<file path="config.mk">
export PLATFORM = sky130hd
export DESIGN_NAME = lppr_xform
export DESIGN_NICKNAME = d
export VERILOG_FILES = /design/src/lppr_pkg.sv /design/src/lppr_xform.sv
export SDC_FILE = /design/constraint.sdc
export NUM_CORES = 1
export LEC_CHECK = 0
export BUFFER_PORTS_ARGS = -buffer_cell sky130_fd_sc_hd__buf_2
export CORE_MARGIN = 3
export CORE_UTILIZATION = 38
export DETAILED_ROUTE_END_ITERATION = 10
export PLACE_DENSITY = 0.84
export SETUP_SLACK_MARGIN = 0.2
export SLEW_MARGIN = 30
export SYNTH_ARGS = -nofsm -noshare
export SYNTH_HDL_FRONTEND = slang
export SYNTH_SLANG_ARGS = --single-unit
</file>
<file path="constraint.sdc">
create_clock -name vclk -period 2.2
set_clock_uncertainty 0.2 [all_clocks]
set_input_delay 0.11 -clock vclk [all_inputs]
set_output_delay 0.11 -clock vclk [all_outputs]
set_load 0.005 [all_outputs]
</file>
<file path="src/lppr_pkg.sv">
package lppr_pkg;

  // default geometry
  localparam int unsigned PANEL_W_DEF    = 32;
  localparam int unsigned PANEL_H_DEF    = 32;
  localparam int unsigned MAX_PANELS_DEF = 16;

  // field widths
  localparam int unsigned POS_W = 9;
  localparam int unsigned COL_W = 8;
  localparam int unsigned TX_W  = 8;
  localparam int unsigned TY_W  = 7;
  localparam int unsigned CFG_IDX_W  = 3;
  localparam int unsigned CFG_DATA_W = 8;

  // command codes
  localparam logic [1:0] CMD_DRAW  = 2'd0;
  localparam logic [1:0] CMD_CLEAR = 2'd1;
  localparam logic [1:0] CMD_LOAD  = 2'd2;

  // rotation codes
  localparam logic [1:0] ROT_0   = 2'd0;
  localparam logic [1:0] ROT_90  = 2'd1;
  localparam logic [1:0] ROT_180 = 2'd2;
  localparam logic [1:0] ROT_270 = 2'd3;

  // configuration register indexes
  localparam logic [CFG_IDX_W-1:0] CFG_GRID_COLS      = 3'd0;
  localparam logic [CFG_IDX_W-1:0] CFG_GRID_ROWS      = 3'd1;
  localparam logic [CFG_IDX_W-1:0] CFG_CHAIN_LENGTH   = 3'd2;
  localparam logic [CFG_IDX_W-1:0] CFG_CUTOFF         = 3'd3;
  localparam logic [CFG_IDX_W-1:0] CFG_MAX_BRIGHTNESS = 3'd4;
  localparam logic [CFG_IDX_W-1:0] CFG_MIRROR_X       = 3'd5;
  localparam logic [CFG_IDX_W-1:0] CFG_MIRROR_Y       = 3'd6;

  typedef struct packed {
    logic [1:0]       cmd;
    logic [POS_W-1:0] pos_x;
    logic [POS_W-1:0] pos_y;
    logic [COL_W-1:0] red_in;
    logic [COL_W-1:0] green_in;
    logic [COL_W-1:0] blue_in;
    logic             force_req;
    logic [3:0]       panel_slot;
    logic [2:0]       panel_order;
    logic [1:0]       panel_parallel;
    logic [1:0]       panel_rotation;
  } in_word_t;

  typedef struct packed {
    logic [TX_W-1:0]  target_x;
    logic [TY_W-1:0]  target_y;
    logic [COL_W-1:0] red_out;
    logic [COL_W-1:0] green_out;
    logic [COL_W-1:0] blue_out;
  } out_word_t;

  typedef struct packed {
    logic [4:0]       grid_cols;
    logic [4:0]       grid_rows;
    logic [3:0]       chain_length;
    logic [COL_W-1:0] cutoff;
    logic [COL_W-1:0] max_brightness;
    logic             mirror_x;
    logic             mirror_y;
  } cfg_t;

  typedef struct packed {
    logic [2:0] order;
    logic [1:0] parallel;
    logic [1:0] rotation;
  } panel_ent_t;

endpackage

</file>
<file path="src/lppr_xform.sv">
module lppr_xform #(
  parameter int unsigned PANEL_W = lppr_pkg::PANEL_W_DEF,
  parameter int unsigned PANEL_H = lppr_pkg::PANEL_H_DEF,
  parameter int unsigned LXW     = 5,
  parameter int unsigned LYW     = 5
) (
  input  logic [LXW-1:0]                 lx_i,
  input  logic [LYW-1:0]                 ly_i,
  input  lppr_pkg::panel_ent_t           ent_i,
  input  lppr_pkg::cfg_t                 cfg_i,
  input  logic [lppr_pkg::COL_W-1:0]     red_i,
  input  logic [lppr_pkg::COL_W-1:0]     green_i,
  input  logic [lppr_pkg::COL_W-1:0]     blue_i,
  output lppr_pkg::out_word_t            out_word_o
);

  localparam int unsigned TXW = lppr_pkg::TX_W;
  localparam int unsigned TYW = lppr_pkg::TY_W;

  logic [TXW-1:0] rx;
  logic [TYW-1:0] ry;
  logic [TYW-1:0] my;
  logic [TXW-1:0] chain_off;
  logic [TXW-1:0] xi;
  logic [TXW-1:0] xm;

  // panel rotation in local coordinates
  always_comb begin
    rx = TXW'(lx_i);
    ry = TYW'(ly_i);
    case (ent_i.rotation)
      lppr_pkg::ROT_0: begin
        rx = TXW'(lx_i);
        ry = TYW'(ly_i);
      end
      lppr_pkg::ROT_90: begin
        rx = TXW'(PANEL_H - 1) - TXW'(ly_i);
        ry = TYW'(lx_i);
      end
      lppr_pkg::ROT_180: begin
        rx = TXW'(PANEL_W - 1) - TXW'(lx_i);
        ry = TYW'(PANEL_H - 1) - TYW'(ly_i);
      end
      lppr_pkg::ROT_270: begin
        rx = TXW'(ly_i);
        ry = TYW'(PANEL_W - 1) - TYW'(lx_i);
      end
      default: begin
        rx = TXW'(lx_i);
        ry = TYW'(ly_i);
      end
    endcase
  end

  // chain offset and mirroring, wrapping at the field widths
  always_comb begin
    chain_off = TXW'(cfg_i.chain_length) - TXW'(1) - TXW'(ent_i.order);
    xi = TXW'(chain_off * TXW'(PANEL_W)) + rx;
    xm = TXW'(TXW'(cfg_i.chain_length) * TXW'(PANEL_W)) - xi - TXW'(1);
    my = cfg_i.mirror_y ? (TYW'(PANEL_H - 1) - ry) : ry;
  end

  // result word with colors clamped
  always_comb begin
    out_word_o.target_x  = cfg_i.mirror_x ? xm : xi;
    out_word_o.target_y  = TYW'(TYW'(ent_i.parallel) * TYW'(PANEL_H)) + my;
    out_word_o.red_out   = (red_i < cfg_i.max_brightness) ? red_i : cfg_i.max_brightness;
    out_word_o.green_out = (green_i < cfg_i.max_brightness) ? green_i : cfg_i.max_brightness;
    out_word_o.blue_out  = (blue_i < cfg_i.max_brightness) ? blue_i : cfg_i.max_brightness;
  end

endmodule

</file>
# Word-level counts from Yosys, hierarchy flattened
# Cells that the tools add are included.
# classes
addsub	11
n_lt_le_gt_ge	3
n_eq_ne	3
n_mux	7
n_reduce_logical	1
# op_table
operator	n
two-way mux 8 bit	4
one-hot mux 8 bit (4 select lines)	1
one-hot mux 7 bit (4 select lines)	1
less-than comparator 8 bit	3
subtractor 5 x 5 -> 6 bit (first input constant)	4
adder 8 bit	1
subtractor 8 x 1 -> 8 bit (second input constant)	1
subtractor 8 bit	1
adder 7 bit	1
two-way mux 7 bit	1
subtractor 5 x 7 -> 7 bit (first input constant)	1
equality test 2 bit (second input constant)	2
subtractor 3 x 1 -> 3 bit (second input constant)	1
subtractor 3 bit	1
equality test 2 x 1 -> 1 bit (second input constant)	1
zero test 2 bit	1
# totals
regBits	0
inputBits	73
out_inout_bits	39

# Depth between registers and ports, before layout
# logic_depth
depth_word	6
mapped_depth	6

# Worst setup path after synthesis
# Ideal clock, no wire load.
# synth_path
path_kind	input-to-output
startpoint	in cfg_i[3] (netlist name)
endpoint	out out_word_o[0] (netlist name)
arrival_time_ps	1586
setup_slack_ps	304
cell_stages	5
path_buffers	0
path_cell_list	inv_1 ha_1 a2111o_1 a211oi_4 mux2_2
# synth_rtl
element	line_no	source
from (decl)	lppr_xform.sv:10	input lppr_pkg::cfg_t cfg_i,
to (decl)	lppr_xform.sv:14	output lppr_pkg::out_word_t out_word_o

==> out/qor.csv <==
stage,metric,value,unit
drt,vias per cell,5.70,
synth,post-synth top area cell,ha_1,
setup_path,WP data arrival,1.84,ns
placed_design,Setup WS pre-CTS,0.00876,ns
cells_and_area,Multi-input gate area,1260,um2
drt,WL/cell,19.8,um
pwr,Pleak,1.03,nW
drt,drt drc,0,
global_routing,first-pass GRT wire length,6500,um
drt,DR top layer,met4,
cells_and_area,"Cell Count, Final, Fillers Out",252,
cells_and_area,clkbuf count,0,
setup_path,stages on the worst setup path,8,
setup_path,Slowest cell on crit path,a2111o_1,
synth,post-synth cell types,18,
setup_path,Most Frequent Cell on Critical Path,buf_6,
status,status,"finished, final reports clean",
synth,Ys Warns,0,
global_routing,initial antenna violation count,0,
drt,wl on met1,1810,um
cells_and_area,ratio of cells with drive above 1 in the final layout,66.1,%
drt,WL met3,276,um
cells_and_area,Layout area overhead,79.8,%
timing,Setup TNS,0,ns
drt,Post-Route WL,4990,um
global_routing,largest net degree at the start of global routing,16,
setup_path,worst setup path endpoint,out_word_o[12],
cells_and_area,sequential cell count,0,
drt,routed vias,1436,
setup_path,CP Buf/Inv Count,4,
setup_path,CP max FO,8,
die,Row Count,19,
drt,Final ANT Viol Nets,0,
clock_tree,Post-CTS Hold Fix Bufs,0,
setup_path,CP Capture Type,primary output,
global_routing,Overall Global Routing Usage,22.8,%
cells_and_area,Finished Cell Area,2050,um2
synth,sequential share of the synthesized area,0,%
synth,mapped cell area,1140,um2
setup_path,kind of critical path,in2out,
drt,met2 wire len,2630,um
setup_path,critical-path cell list,"buf_8, inv_8, ha_4, a2111o_1, a211oi_4, buf_6, mux2_4, buf_6",
cells_and_area,nets,321,
timing,period utilization,97.8,%
die,Die Y,60.7,um
die,core outline area,2810,um2
timing,RSZ-0062 raised after global routing,yes,
cells_and_area,post-layout util,73.0,%
pwr,maximum vdd ir drop,182,uV
pwr,pwr dens,305,nW/um2
setup_path,Startpoint Class,primary input,
timing,final hold slack,0.0200,ns
setup_path,Critical Path Start,cfg_i[3],
cells_and_area,register area,0,um2
timing,final setup vio count,0,
placed_design,Placed Area,1640,um2
die,# IOs,112,
timing,Fin. Hold Viols,0,
die,die extent in x,60.7,um
synth,top post-synthesis cells by area,"ha_1, mux2_2, xnor2_1",
global_routing,remaining global-route overflow,0,
setup_path,crit-path leading delay family,compound AO/OA/AOI/OAI gates,
synth,"Avg Cell Area, Syn",8.90,um2
placed_design,Detailed Place HPWL,2870,um
placed_design,placed insts,249,
synth,area share of the largest cell type after synthesis,25.3,%
global_routing,vias in the first global route,1425,
die,Initial Util,40.6,%
setup_path,Critical Path RT,1.89,ns
timing,Setup WS post-layout,0.0477,ns
synth,Cells after Synth,128,
flow_run,Max-Cap Viols,0,
placed_design,RePlAce Congestion,0.811,
cells_and_area,Ant. Diodes,0,
min_path,HP Class,in2out,
timing,Period minus WS final,2.15,ns
timing,final slew viol count,0,
timing,worst-margin pin slew,0.611,ns
cells_and_area,most frequent cells in the layout,"buf_2, buf_6, mux2_4, ha_1, xnor2_1",
drt,drt pass-1 iters,4,
cells_and_area,number of fill cells,178,
pwr,Final Power,0.625,mW
setup_path,Max stage delay on crit path,0.45,ns
drt,DR iter-0 viols,51,
timing,Highest Clock Rate,0.465,GHz
placed_design,IO Port Bufs,89,
cells_and_area,"commonest non-fill, non-tap cell in the layout",buf_2,
die,die area,3690,um2
timing,Max-slew headroom,59.1,%
synth,Synthesized Nets,226,
[report_power, final]
group          internal (mW)  switching [mW]  total, mW  leakage, nW
sequential                 0               0          0            0
combinational          0.355           0.270      0.625         1.03
clock                      0               0          0            0
total                  0.355           0.270      0.625         1.03
[routing by layer]
layer / GRT usage, % / vias to the layer above
li1: - / 653
met1: 26.6 / 666
met2: 44.4 / 93
met3: 1.70 / 24
met4: 5.26 / 0
met5: 0 / -
[synth_stat cells (all sizes together)]
cell type  instances
nand4              3
a2111o             3
nand2              5
a211oi             6
xnor2             13
fa                 2
mux2i              7
nand2b             4
inv               15
ha                23
o21ai             11
mux2              24
xor2               2
clkbuf             2
nor2               3
buf                2
a21oi              3
[kinds of logic after synthesis]
| kind of cell | synth area share, % |
|---|---|
| AO/OA/AOI/OAI | 16.4 |
| adder cells (fa/ha/maj) | 28.8 |
| buffers and inverters | 6.92 |
| AND/OR/NAND/NOR | 6.48 |
| XOR/XNOR | 11.5 |
| multiplexers | 29.9 |
[how the worst min path moves through the flow]
| stage | from | to | slack [ns] | depth (start not counted) |
|---|---|---|---|---|
| 2_1_floorplan | cfg_i[1] | out_word_o[37] | 0.08 | 1 |
| 3_3_place_gp | ent_i[2] | out_word_o[29] | 0.02 | 0 |
| 3_5_place_dp | ent_i[2] | out_word_o[29] | 0.02 | 0 |
| 4_1_cts | ent_i[2] | out_word_o[29] | 0.02 | 0 |
| 5_1_grt | ent_i[3] | out_word_o[30] | 0.02 | 0 |
| 6_report | ent_i[2] | out_word_o[29] | 0.02 | 0 |
[timing repair]
action,CTS,global route
pin swaps,6,11
endpoints found under the setup margin,25,26
resized for setup,56,29
setup buffers,1,2
gates cloned,0,0
[layout make-up]
type                            count  area share, %
Timing Repair Buffer               97           33.1
Multi-Input combinational cell    109           61.4
Tap cell                           31           1.89
Inverter                           15           3.61
No activity file was read; power rests on OpenSTA's default activity.
